File: src/design/pcxrle_pkg.sv
// ----------------------------------------------------------------------------
// pcxrle_pkg
// Shared types and constants of the 8-bit palette RLE decoder.
// ----------------------------------------------------------------------------
`default_nettype none

package pcxrle_pkg;

    localparam int unsigned CFG_W             = 13;
    localparam int unsigned CFG_MAX           = (1 << CFG_W) - 1;
    localparam int unsigned MAX_DIM_DEF       = 4096;
    localparam int unsigned PALETTE_DEPTH_DEF = 256;
    localparam int unsigned COLOR_W           = 24;
    localparam int unsigned COORD_W           = 12;
    localparam int unsigned RUN_W             = 6;

    localparam logic [7:0] COUNT_MARK = 8'hC0;

    localparam logic OP_DATA    = 1'b0;
    localparam logic OP_PALETTE = 1'b1;

    localparam logic [1:0] REG_BYTES_PER_LINE = 2'd0;
    localparam logic [1:0] REG_IMAGE_WIDTH    = 2'd1;
    localparam logic [1:0] REG_IMAGE_HEIGHT   = 2'd2;

    typedef struct packed {
        logic [CFG_W-1:0] bytes_per_line;
        logic [CFG_W-1:0] image_width;
        logic [CFG_W-1:0] image_height;
    } cfg_t;

    typedef struct packed {
        logic [CFG_W-1:0] column;
        logic [CFG_W-1:0] row;
        logic             padding;
        logic             image_end;
    } pos_t;

    function automatic logic [CFG_W-1:0] clamp_dim(input logic [CFG_W-1:0] v,
                                                   input logic [CFG_W-1:0] lim);
        logic [CFG_W-1:0] r;
        r = v;
        if (v == '0) begin
            r = CFG_W'(1);
        end else if (v > lim) begin
            r = lim;
        end
        return r;
    endfunction

endpackage

`default_nettype wire

File: src/design/pcxrle_apb_regs.sv
// ----------------------------------------------------------------------------
// pcxrle_apb_regs
// APB register file holding line length, visible width and image height.
// ----------------------------------------------------------------------------
`default_nettype none

module pcxrle_apb_regs
    import pcxrle_pkg::*;
(
    input  wire logic        aclk,
    input  wire logic        aresetn,
    input  wire logic        psel,
    input  wire logic        penable,
    input  wire logic        pwrite,
    input  wire logic [3:0]  paddr,
    input  wire logic [31:0] pwdata,
    output logic      [31:0] prdata,
    output logic             pready,
    output cfg_t             cfg
);

    cfg_t cfg_reg;
    cfg_t cfg_next;
    logic wr_en;

    assign pready = 1'b1;
    assign wr_en  = psel && penable && pwrite;
    assign cfg    = cfg_reg;

    always_comb begin
        cfg_next = cfg_reg;
        if (wr_en) begin
            unique case (paddr[3:2])
                REG_BYTES_PER_LINE: cfg_next.bytes_per_line = pwdata[CFG_W-1:0];
                REG_IMAGE_WIDTH:    cfg_next.image_width    = pwdata[CFG_W-1:0];
                REG_IMAGE_HEIGHT:   cfg_next.image_height   = pwdata[CFG_W-1:0];
                default:            cfg_next = cfg_reg;
            endcase
        end
    end

    always_comb begin
        unique case (paddr[3:2])
            REG_BYTES_PER_LINE: prdata = 32'(cfg_reg.bytes_per_line);
            REG_IMAGE_WIDTH:    prdata = 32'(cfg_reg.image_width);
            REG_IMAGE_HEIGHT:   prdata = 32'(cfg_reg.image_height);
            default:            prdata = '0;
        endcase
    end

    always_ff @(posedge aclk) begin
        if (!aresetn) begin
            cfg_reg.bytes_per_line <= CFG_W'(1);
            cfg_reg.image_width    <= CFG_W'(1);
            cfg_reg.image_height   <= CFG_W'(1);
        end else begin
            cfg_reg <= cfg_next;
        end
    end

endmodule

`default_nettype wire

File: config.mk
export PLATFORM = sky130hd
export DESIGN_NAME = pcxrle_apb_regs
export DESIGN_NICKNAME = d
export VERILOG_FILES = /design/src/design/pcxrle_pkg.sv /design/src/design/pcxrle_apb_regs.sv
export SDC_FILE = /design/constraint.sdc
export NUM_CORES = 1
export LEC_CHECK = 0
export BUFFER_PORTS_ARGS = -buffer_cell sky130_fd_sc_hd__buf_2
export CAP_MARGIN = 30
export CORE_MARGIN = 2
export CORE_UTILIZATION = 39
export DETAILED_ROUTE_END_ITERATION = 10
export PLACE_DENSITY = 0.76
export SYNTH_ARGS = -nofsm -noshare
export SYNTH_HDL_FRONTEND = slang
export SYNTH_SLANG_ARGS = --single-unit
File: constraint.sdc
create_clock -name aclk -period 1.2 [get_ports aclk]
set_clock_uncertainty 0.15 [all_clocks]
set_input_delay 0.06 -clock aclk [delete_from_list [all_inputs] [get_ports aclk]]
set_output_delay 0.06 -clock aclk [all_outputs]
set_load 0.01 [all_outputs]
==> reports/summary.md <==
The count of nets left with antenna violations once routing finished came out at 0. The number of clock buffers added by TritonCTS is 5. Summed over all layers, the global routing overflow is 0. Routability-driven placement finished with a final weighted congestion of 0.703. The worst path in the final design needs a cycle of 1220 ps, including I/O delays and setup. Total count of hold-check failures in the final report: 0. The kind of critical path is register to primary output. The maximum fanout count along the critical path is 2. The portion of synthesized cell area occupied by the leading cell type came out at 40.7%.

Number of vias per cell: 4.56. For the achievable frequency, the log shows 0.819 GHz. For this configuration, the core starts out at a cell density of 40.7%.

The final layout contains 355 nets. Relative to the synthesized area, the layout overhead comes to 42.4%. The worst setup path is launched from a register.

Clock-pin slew was measured on the worst setup and hold paths at 70 ps. The logs give 280 ps for the insertion delay to the later sink of the worst-skew pair and 3370 microns for the detailed placer's ending HPWL. Power spread over the standard cell area amounts to 1020 mW/mm^2. The clock sink total was 39; the mean routed wirelength per cell was 13.1 microns. TritonCTS built the clock tree. For this block, the initial DRC count from the detailed router was 47. After synthesis, the netlist uses 16 different library cells. Entering global routing, the biggest net connects 27 pins.

By area the synthesized netlist is led by sky130_fd_sc_hd__dfxtp_1 41%, sky130_fd_sc_hd__mux2i_1 27%, sky130_fd_sc_hd__nand2_1 12%, sky130_fd_sc_hd__buf_4 8.6%, sky130_fd_sc_hd__o21ai_0 3.4%. For the worst setup path, the data arrival time is 1010 ps. The final reports fail on negative setup slack. The number of standard cells after synthesis was 210. The total standard cell area after synthesis was 0.00192 sq mm; the total number of yosys warnings was 0. The count of port buffers added during placement was 71. The tools report the number of top-level design ports as 113.

The die boundary height was 74.2 microns. In this run the mean area of a mapped cell was 9.15 sq um. Once layout is complete, the utilization of the core stands at 57.9%.

Cells with a size suffix above 1 make up 43.5% of the layout. The maximum vdd drop was 0.000891 V; the flip-flop count of the largest register after layout was 39. The number of flip-flops and latches in the synthesized netlist works out to 39. The layout has 431 filler cells. No sink is reached through more buffers than the 2 on the longest clock path. The static leakage came out at 1.47 nW. The worst setup timing slack at the placement stage came out at -43.0 ps. Setup repair after global routing could not meet its margin everywhere. Number of pins exceeding their max-slew limit in the final report: 0. Max-cap violations in this run came to 0.

The first global-routing pass estimated 7600 microns of wire. The register area share after synthesis was 40.7%; the post-detailed-route DRC marker count was 0. The sum of routed wire length over all layers was 5000 microns; the core box area was 0.00472 sq mm. For the post-route worst setup slack, the log shows -20.9 ps. The horizontal die dimension is 74.2 microns, and the via count of the first global-routing pass is 1591. For the overall track demand over capacity in global routing, the log shows 18.2%. The period utilization is 102%. The synthesized design spends more area on one cell type than any other, namely sky130_fd_sc_hd__dfxtp_1.

The number of antenna violations at the first check in global routing came out at 0. For the total inserted antenna cells, the log shows 0. Clock tree synthesis selected as its root buffer the cell sky130_fd_sc_hd__clkbuf_8.

The flow ran to the end, but the final reports show violations. Final setup violation count: 3. The logs give 0.00550 sq mm for the die area and 1743 for the via total after detailed routing.

In this run the core area contains 25 standard-cell rows. The required time at the worst-slack endpoint is 990 ps. The worst setup path is captured at a primary output. For the number of search-and-repair iterations in the first detailed-routing pass, the log shows 4.

The H-tree was split into 2 levels. The path class of the tightest hold or removal check is primary input to register.
-- cell usage after synthesis --
| cell type | count |
|---|---|
| sky130_fd_sc_hd__nand2_1 | 61 |
| sky130_fd_sc_hd__mux2i_1 | 52 |
| sky130_fd_sc_hd__dfxtp_1 | 39 |
| sky130_fd_sc_hd__buf_4 | 22 |
| sky130_fd_sc_hd__o21ai_0 | 13 |
| sky130_fd_sc_hd__clkbuf_1 | 8 |
| sky130_fd_sc_hd__nor2b_1 | 4 |
| sky130_fd_sc_hd__buf_6 | 2 |
| sky130_fd_sc_hd__conb_1 | 2 |
| sky130_fd_sc_hd__buf_12 | 1 |
| sky130_fd_sc_hd__buf_2 | 1 |
| sky130_fd_sc_hd__nand3_2 | 1 |
| sky130_fd_sc_hd__nand4_2 | 1 |
| sky130_fd_sc_hd__nor2b_2 | 1 |
| sky130_fd_sc_hd__nor3_2 | 1 |
| sky130_fd_sc_hd__or3b_1 | 1 |
-- final timing paths --
path           start    endpoint  slack [ps]  cells after the start
max          cfg[24]  prdata[11]         -20                      3
min          aresetn     cfg[24]          60                      3
max reg2reg  cfg[13]     cfg[13]         290                      3
min reg2reg  cfg[28]     cfg[28]         320                      2
-- metrics by stage --
stage / TNS (ps) / std cells / hold slack (ps) / power, mW / cell area [sq um]
final: -59.1 / 382 / 60.9 / 2.78 / 2740
after global routing: -425 / 382 / 84.2 / 2.88 / 2740
after CTS: -38.0 / 374 / 43.7 / 2.80 / 2670
after detailed placement: -382 / 348 / 198 / 1.63 / 2350
after global placement: -63.2 / 348 / 192 / 1.63 / 2350
after floorplan: 0 / 228 / 90.1 / 1.56 / 1990
-- layout by cell type (no fill, tap or decap), drive strengths merged --
| master | Yosys | final |
|---|---|---|
| nor2b | 5 | 5 |
| dlygate4sd3 | 0 | 15 |
| clkinv | 0 | 1 |
| nor3 | 1 | 1 |
| buf | 26 | 98 |
| nand3 | 1 | 1 |
| nand4 | 1 | 1 |
| dfxtp | 39 | 39 |
| o21ai | 13 | 13 |
| or3b | 1 | 1 |
| bufinv | 0 | 1 |
| mux2i | 52 | 52 |
| conb | 2 | 20 |
| clkbuf | 8 | 6 |
| nand2 | 61 | 61 |
-- routing by layer --
metal,wire length (microns),GRT usage (%),up-vias
met3,263,4.61,5
met5,0,0,-
met1,2200,21.7,817
li1,-,-,859
met2,2490,33.0,62
met4,48,4.24,0
-- power by group --
group	total (mW)	internal, mW	switching, mW
logic	0.329	0.151	0.178
registers	1.32	1.31	0.0121
clock network	1.13	0.673	0.456
-- critical path: stages (launching register included) --
cell	delay, ps
sky130_fd_sc_hd__dfxtp_2	340
sky130_fd_sc_hd__mux2i_1	60
sky130_fd_sc_hd__o21ai_0	160
sky130_fd_sc_hd__buf_2	160
-- cell families (layout without fill, tap and decap cells) --
kind of cell	after synthesis	after routing	synth area share (%)
compound gates	13	13	3.39
mux	52	52	27.1
simple gates	70	70	15.8
buf+inv	34	121	12.6
flops	39	39	40.7
other cells	2	20	0.391
-- area by class of cell --
type                            count  area [sq um]  share of cell area, %
Timing Repair Buffer              113           746                   27.3
Clock inverter                      2          35.0                   1.28
Clock buffer                        6          82.6                   3.02
Sequential cell                    39           813                   29.7
Tap cell                           67          83.8                   3.06
Multi-Input combinational cell    155           975                   35.6
-- timing repair --
item,4_1_cts,5_1_grt
gates resized for setup,28,9
hold buffers,15,0
setup buffers,3,8
endpoints found under the setup margin,12,13
pin swaps,0,1
hold endpoints to repair,39,0
Power figures use the tool's default switching activity.
