--- src/design/pcxrle_pkg.sv ---
// ----------------------------------------------------------------------------
// pcxrle_pkg
// Shared types and constants of the 8-bit palette RLE decoder.
// ----------------------------------------------------------------------------
`default_nettype none

package pcxrle_pkg;

    localparam int unsigned CFG_W             = 13;
    localparam int unsigned CFG_MAX           = (1 << CFG_W) - 1;
    localparam int unsigned MAX_DIM_DEF       = 4096;
    localparam int unsigned PALETTE_DEPTH_DEF = 256;
    localparam int unsigned COLOR_W           = 24;
    localparam int unsigned COORD_W           = 12;
    localparam int unsigned RUN_W             = 6;

    localparam logic [7:0] COUNT_MARK = 8'hC0;

    localparam logic OP_DATA    = 1'b0;
    localparam logic OP_PALETTE = 1'b1;

    localparam logic [1:0] REG_BYTES_PER_LINE = 2'd0;
    localparam logic [1:0] REG_IMAGE_WIDTH    = 2'd1;
    localparam logic [1:0] REG_IMAGE_HEIGHT   = 2'd2;

    typedef struct packed {
        logic [CFG_W-1:0] bytes_per_line;
        logic [CFG_W-1:0] image_width;
        logic [CFG_W-1:0] image_height;
    } cfg_t;

    typedef struct packed {
        logic [CFG_W-1:0] column;
        logic [CFG_W-1:0] row;
        logic             padding;
        logic             image_end;
    } pos_t;

    function automatic logic [CFG_W-1:0] clamp_dim(input logic [CFG_W-1:0] v,
                                                   input logic [CFG_W-1:0] lim);
        logic [CFG_W-1:0] r;
        r = v;
        if (v == '0) begin
            r = CFG_W'(1);
        end else if (v > lim) begin
            r = lim;
        end
        return r;
    endfunction

endpackage

`default_nettype wire

--- src/design/pcxrle_pos_counter.sv ---
// ----------------------------------------------------------------------------
// pcxrle_pos_counter
// Column and row tracker with padding and end-of-image flags.
// ----------------------------------------------------------------------------
`default_nettype none

module pcxrle_pos_counter
    import pcxrle_pkg::*;
#(
    parameter int unsigned MAX_DIM = MAX_DIM_DEF
) (
    input  wire logic aclk,
    input  wire logic aresetn,
    input  wire cfg_t cfg,
    input  wire logic advance,
    output pos_t      pos
);

    localparam int unsigned DIM_LIM = (MAX_DIM > CFG_MAX) ? CFG_MAX : MAX_DIM;
    localparam logic [CFG_W-1:0] DIM_LIM_V = CFG_W'(DIM_LIM);

    logic [CFG_W-1:0] col_reg, col_next;
    logic [CFG_W-1:0] row_reg, row_next;
    logic [CFG_W-1:0] bpl_c, h_c;
    logic             col_wrap, row_wrap;

    assign bpl_c    = clamp_dim(cfg.bytes_per_line, DIM_LIM_V);
    assign h_c      = clamp_dim(cfg.image_height, DIM_LIM_V);
    assign col_wrap = ({1'b0, col_reg} + (CFG_W+1)'(1)) >= {1'b0, bpl_c};
    assign row_wrap = ({1'b0, row_reg} + (CFG_W+1)'(1)) >= {1'b0, h_c};

    assign pos.column    = col_reg;
    assign pos.row       = row_reg;
    assign pos.padding   = col_reg >= cfg.image_width;
    assign pos.image_end = (col_reg == bpl_c - CFG_W'(1)) && (row_reg == h_c - CFG_W'(1));

    always_comb begin
        col_next = col_reg;
        row_next = row_reg;
        if (advance) begin
            if (col_wrap) begin
                col_next = '0;
                row_next = row_wrap ? '0 : row_reg + CFG_W'(1);
            end else begin
                col_next = col_reg + CFG_W'(1);
            end
        end
    end

    always_ff @(posedge aclk) begin
        if (!aresetn) begin
            col_reg <= '0;
            row_reg <= '0;
        end else begin
            col_reg <= col_next;
            row_reg <= row_next;
        end
    end

endmodule

`default_nettype wire

--- config.mk ---
export PLATFORM = sky130hd
export DESIGN_NAME = pcxrle_pos_counter
export DESIGN_NICKNAME = d
export VERILOG_FILES = /design/src/design/pcxrle_pkg.sv /design/src/design/pcxrle_pos_counter.sv
export SDC_FILE = /design/constraint.sdc
export NUM_CORES = 1
export LEC_CHECK = 0
export ABC_AREA = 1
export BUFFER_PORTS_ARGS = -buffer_cell sky130_fd_sc_hd__buf_4
export CORE_MARGIN = 4
export CORE_UTILIZATION = 45
export CTS_CLUSTER_DIAMETER = 50
export DETAILED_ROUTE_END_ITERATION = 10
export PLACE_DENSITY = 0.69
export SLEW_MARGIN = 20
export SYNTH_ARGS = -nofsm -noshare
export SYNTH_HDL_FRONTEND = slang
export SYNTH_SLANG_ARGS = --single-unit
--- constraint.sdc ---
create_clock -name aclk -period 3.2 [get_ports aclk]
set_input_delay 0.48 -clock aclk [delete_from_list [all_inputs] [get_ports aclk]]
set_output_delay 0.48 -clock aclk [all_outputs]
set_load 0.02 [all_outputs]
==> metrics.csv, run 1 <==
metric,value,unit
final instance area,0.00478,mm^2
diode count,0,
startpoint types,flop,
Synth Warn #,0,
Power Density,176,mW/mm^2
Fillers,843,
Pint,0.538,mW
clock share of power,22.3,%
Crit Path Max Fanout,8,
Area growth syn-to-layout,23.6,%
IO buf count,69,
gp weighted congestion,0.934,
post-layout util,57.6,%
Hold Path Stages,3,
worst hold endpoint,row_reg[9],
Root Driver,clkbuf_8,
Netlist cell types,43,
"Seq/Total Area, Yosys",13.5,%
HP Start,aresetn,
Hold WS,458,ps
Worst-path clk slew,90,ps
placed insts,820,
number of global-route vias before repair,4063,
WL final,11.4,mm
final worst path period need,3070,ps
Setup-failing EPs final,0,
syn_nets,721,
vias per inst,5.23,
clk sinks,26,
total congestion overflow,0,
arrival time worst endpoint,3270,ps
Clock Skew,1.55,ps
"non-filler cells, final",826,
Critical Path RT,3400,ps
Starting Density,46.6,%
via count,4321,
TNS Setup,0,ps
WL/cell,13.8,um
post-route ant nets,0,
pin count of the biggest net entering global routing,25,
DRC viols,0,
I/O Pins,70,
gr usage total,21.9,%
Layout Nets,808,
Final Slew Violations,0,
pre-CTS WS,38.6,ps
post-synthesis average cell area,6.08,um^2
storage element area,524,um^2
first drt pass iteration count,4,
"Cell Area, Placed",0.00459,mm^2
Max-Cap Viols,0,
Synth area leader,nand2_1,
die area,0.0101,mm^2
post-route setup slack,127,ps
part of the power in registers,39.2,%
Worst-Skew Late Latency,270,ps
Worst Max-Slew Pin Slew,1080,ps
Net Sw Frac,36.0,%
row cnt,33,
total leakage power,2.49,nW
CTS tree,done,
synth top area cells,"nand2_1 16%, ha_1 14%, dfxtp_1 13%, inv_1 8.9%, nand3_1 7.0%",
mapped cell area,0.00387,mm^2
HPWL after DPL,9.34,mm
initial antenna violation count,0,
"Period Utilization, post-route",96.0,%
Synth Register Bits,26,
Max VDD drop,0.000173,V
"Hold-fix buffers, CTS",0,
worst-case reg-to-reg path depth,17,
top cell type's share of synthesized area,16.2,%
FF-to-FF setup slack,130,ps
crit path kind,reg2reg,
violation count after the first detailed-route iteration,175,
Worst slew margin,28.2,%
H-tree levels,1,
chip width,101,um
fmax,325,MHz
proportion of layout cells with a drive suffix above 1,23.4,%
Final Hold Fails,0,
reg-to-reg startpoint,col_reg[0],
HP Class,in2reg,
outcome,"finished, final reports clean",
CORE AREA,0.00830,mm^2
Design Power,0.841,mW
net switching power,0.302,mW
reg2reg end,col_reg[9],
CTS buffer count,3,
multi-input combinational cell area,0.00303,mm^2
Syn Inst Count,636,
Comb power frac,38.5,%
clk buf depth,2,
first-pass GRT wire length,18.3,mm
crit end category,flop,
Die Height,101,um
-- cell usage in the layout (no fill, tap or decap), types with 2 or more instances in the layout --
cell / instances
inv_1: 91
inv_2: 5
nor2_4: 3
o21ai_0: 16
buf_4: 92
a21oi_1: 27
xor2_2: 2
nand3_1: 53
a211oi_1: 2
nand3_2: 2
clkbuf_8: 3
ha_1: 43
nand4_1: 14
dfxtp_1: 23
nor2_1: 63
o41ai_1: 4
o211ai_1: 2
nor3_4: 3
xnor2_1: 3
dfxtp_2: 3
nor2_2: 7
nor3_1: 4
a21oi_2: 17
nand3b_1: 4
o221ai_1: 2
o21ai_1: 8
xor2_1: 24
nand2_2: 21
nand2_1: 163
-- cells in the mapped netlist (all sizes together) --
library cell / count
xor2: 27
and2: 2
a211oi: 3
nand3b: 4
o21bai: 1
nor3: 8
a21oi: 44
o21ai: 25
dfxtp: 26
nor2: 73
nand3: 56
clkbuf: 4
a31o: 1
clkinv: 1
o21a: 1
o221ai: 2
xnor2: 3
buf: 7
nor4: 1
ha: 43
nand4: 14
nor4b: 1
inv: 96
o31ai: 1
o211ai: 2
nand2: 186
o41ai: 4
-- power by group through the flow --
| stage | logic, mW | registers (mW) | clock network, mW |
|---|---|---|---|
| 5_1_grt | 0.369 | 0.330 | 0.202 |
| 2_1_floorplan | 0.199 | 0.342 | 0 |
| 4_1_cts | 0.316 | 0.329 | 0.190 |
| 3_5_place_dp | 0.315 | 0.337 | 0 |
| 3_3_place_gp | 0.309 | 0.337 | 0 |
| 6_report | 0.324 | 0.329 | 0.188 |
-- area by class of cell --
cell class | instances | area share [%]
flip-flops and latches | 26 | 11.0
repair buffers | 92 | 14.4
inverters | 97 | 7.62
multi-input cells | 503 | 63.4
clock buffers | 3 | 0.864
well taps | 105 | 2.75
-- what timing repair did --
action / in CTS / in global routing
setup endpoints to repair: 0 / 27
setup buffers: 0 / 2
hold endpoints to repair: 0 / 0
resized for setup: 0 / 28
-- routing by layer --
metal,track usage (%),share of wire (%)
met3,2.84,5.7
met1,26.5,41
met5,0,0
met4,4.77,2.2
met2,40.7,51
-- worst max-delay path, cell delays in order (launching register included) --
cell and delay (ps):
dfxtp_1 350, ha_1 190, nand2_1 70, nor2_2 140, nand3_2 130, nor3_4 200
buf_4 160, xor2_4 180, ha_1 250, nand2_1 130, nor2_1 80, a211oi_2 190
nor2_1 110, nor2_4 130, nand3_4 190, nor2_4 290, nand2_2 80, a21oi_2 120
-- kinds of logic (layout without fill, tap and decap cells) --
family,Yosys count,after routing,synth area share [%]
xor gates and xnor gates,30,30,6.79
DFF,26,26,13.5
buffers and inverters,108,192,11.6
AOI/OAI and AO/OA,84,84,13.8
and+or+nand+nor,345,346,40.4
adders and majority gates,43,43,13.9
-- worst max path at each step --
stage                  end       start  slack, ps
6_report        col_reg[9]  col_reg[0]        130
5_1_grt         col_reg[9]  col_reg[0]        -30
4_1_cts        col_reg[12]  col_reg[3]        0.7
3_5_place_dp   col_reg[12]  col_reg[3]         40
3_3_place_gp   col_reg[12]  col_reg[3]        110
2_1_floorplan   row_reg[0]  col_reg[1]        240
Note: power is estimated with default switching activity, not from simulation.
==> run 2, diff against run 1 <==
--- a/config.mk
+++ b/config.mk
@@ -11,7 +11,7 @@
 export CORE_UTILIZATION = 45
 export CTS_CLUSTER_DIAMETER = 50
 export DETAILED_ROUTE_END_ITERATION = 10
-export PLACE_DENSITY = 0.69
+export PLACE_DENSITY = 0.67
 export SLEW_MARGIN = 20
 export SYNTH_ARGS = -nofsm -noshare
 export SYNTH_HDL_FRONTEND = slang
==> metrics.csv, run 2 (synthesis gave the netlist of run 1 again) <==
metric,value,unit,change
outcome,"finished, final reports clean",,
total leakage power,2.51,nW,+0.87%
violation count after the first detailed-route iteration,176,,+0.57%
"non-filler cells, final",829,,+0.36%
Hold Path Stages,3,,unchanged
Worst slew margin,25.1,%,-3.2 points
I/O Pins,70,,unchanged
Die Height,101,um,unchanged
via count,4347,,+0.60%
Area growth syn-to-layout,24.8,%,
WL final,11.5,mm,+1.3%
most frequent CP cell,nand2_1,,
CORE AREA,0.00830,mm^2,unchanged
Root Driver,clkbuf_8,,
Power Density,195,mW/mm^2,+11%
Starting Density,46.6,%,unchanged
Setup-failing EPs final,0,,unchanged
Worst-Skew Late Latency,280,ps,about the same
H-tree levels,1,,unchanged
gp weighted congestion,0.934,,about the same
Max-Cap Viols,0,,unchanged
die area,0.0101,mm^2,unchanged
"commonest cells after routing, fill and taps aside","162 x nand2_1, 93 x buf_4, 91 x inv_1",,
HP Class,in2reg,,
total congestion overflow,0,,unchanged
"Cell Area, Placed",0.00457,mm^2,-0.33%
WL/cell,13.9,um,+0.90%
Critical Path RT,3390,ps,about the same
critical path depth,17,,unchanged
final instance area,0.00483,mm^2,+0.97%
CP max stage delay,360,ps,about the same
DRC viols,0,,unchanged
HPWL after DPL,9.42,mm,+0.88%
CP Buf/Inv Count,1,,unchanged
Max VDD drop,0.000165,V,-4.5%
post-route ant nets,0,,unchanged
number of global-route vias before repair,4068,,+0.12%
vias per inst,5.24,,+0.24%
diode count,0,,unchanged
gr usage total,22.2,%,+0.34 points
first-pass GRT wire length,18.6,mm,+1.4%
arrival time worst endpoint,3210,ps,-60 ps
"Hold-fix buffers, CTS",0,,unchanged
CTS buffer count,3,,unchanged
crit end category,flop,,
placed insts,818,,-0.24%
Clock Skew,5.09,ps,+3.55 ps
post-layout util,58.2,%,+0.56 points
clk buf depth,2,,unchanged
TNS Setup,0,ps,unchanged
initial antenna violation count,0,,unchanged
CTS tree,done,,
crit path kind,reg2reg,,
"Period Utilization, post-route",94.5,%,-1.5 points
Crit Path Max Fanout,7,,-1
Crit path max-delay family,simple AND/OR/NAND/NOR gates,,
startpoint types,flop,,
pin count of the biggest net entering global routing,25,,unchanged
proportion of layout cells with a drive suffix above 1,23.6,%,+0.18 points
"commonest non-fill, non-tap cell in the layout",nand2_1,,
Design Power,0.942,mW,+12%
"critical path, cell by cell","ha_1, nand2_1, nor2_2, nand3_2, nor3_4, buf_4, xor2_4, ha_1, nand2_1, nor2_1, a211oi_1, nor2_1, nor2_4, nand3_4, nor2_8, nand2_1, a21oi_1",,
CP max-delay cell,dfxtp_1,,
Final Slew Violations,0,,unchanged
Final Hold Fails,0,,unchanged
clk sinks,26,,unchanged
first drt pass iteration count,5,,+1
row cnt,33,,unchanged
Layout Nets,810,,+0.25%
worst-case reg-to-reg path depth,17,,unchanged
Worst Max-Slew Pin Slew,1120,ps,+47.4 ps
IO buf count,69,,unchanged
fmax,331,MHz,+1.6%
chip width,101,um,unchanged
Worst-path clk slew,100,ps,about the same
final worst path period need,3020,ps,-47.9 ps
==> run 2: changes by cell type in the layout (fill, tap and decap cells not counted) <==
cell / delta
a211oi_2: -1
ha_4: +1
nand2_2: +1
nand2_1: -1
buf_4: +1
bufinv_16: +1
xor2_1: +1
xor2_2: -1
o31ai_1: +1
buf_6: +1
a211oi_1: +1
ha_1: -1
o31ai_2: -1
==> run 2: power breakdown <==
group	switching, mW	leakage [nW]	total [mW]	internal, mW
clock network	0.113	0.0357	0.281	0.168
registers	0.00301	0.211	0.329	0.326
logic	0.202	2.26	0.332	0.130
==> run 2: what timing repair did <==
item / in CTS / in global routing
setup buffers: 0 / 6
setup endpoints to repair: 0 / 27
resized for setup: 0 / 28
hold endpoints to repair: 0 / 0
==> run 2: worst paths after layout <==
kind | startpoint | endpoint | slack [ps]
min | aresetn | row_reg[9] | 460
max | col_reg[0] | col_reg[12] | 180
min reg2reg | row_reg[1] | row_reg[1] | 510
max reg2reg | col_reg[0] | col_reg[12] | 180
==> run 2: per-layer routing <==
layer | global-route usage [%] | vias up | wire, um
li1 | - | 2237 | -
met1 | 26.7 | 1976 | 4760
met2 | 41.1 | 113 | 5910
met3 | 3.32 | 21 | 616
met4 | 5.08 | 0 | 226
met5 | 0 | - | 0
==> run 2: cell type report <==
class                      instances  area [um^2]
fill                             844         3470
multi-input combinational        503         3030
timing repair buffer              94          709
sequential                        26          524
inverter                          97          364
tap                              105          131
clock buffer                       3         41.3
clock inverter                     1         30.0
==> run 2: per-stage QoR <==
step                worst slack [ps]  hold WS, ps
floorplan                        235          570
global placement                 134          513
detailed placement              80.8          516
CTS                             29.0          455
global route                   -18.4          452
finish                           175          455
==> run 2: worst register-to-register path, stage by stage, from the launching register on <==
cell,delay [ps]
dfxtp_1,360
ha_1,190
nand2_1,70
nor2_2,150
nand3_2,120
nor3_4,200
buf_4,160
xor2_4,160
ha_1,250
nand2_1,110
nor2_1,60
a211oi_1,190
nor2_1,110
nor2_4,130
nand3_4,200
nor2_8,240
nand2_1,80
a21oi_1,150
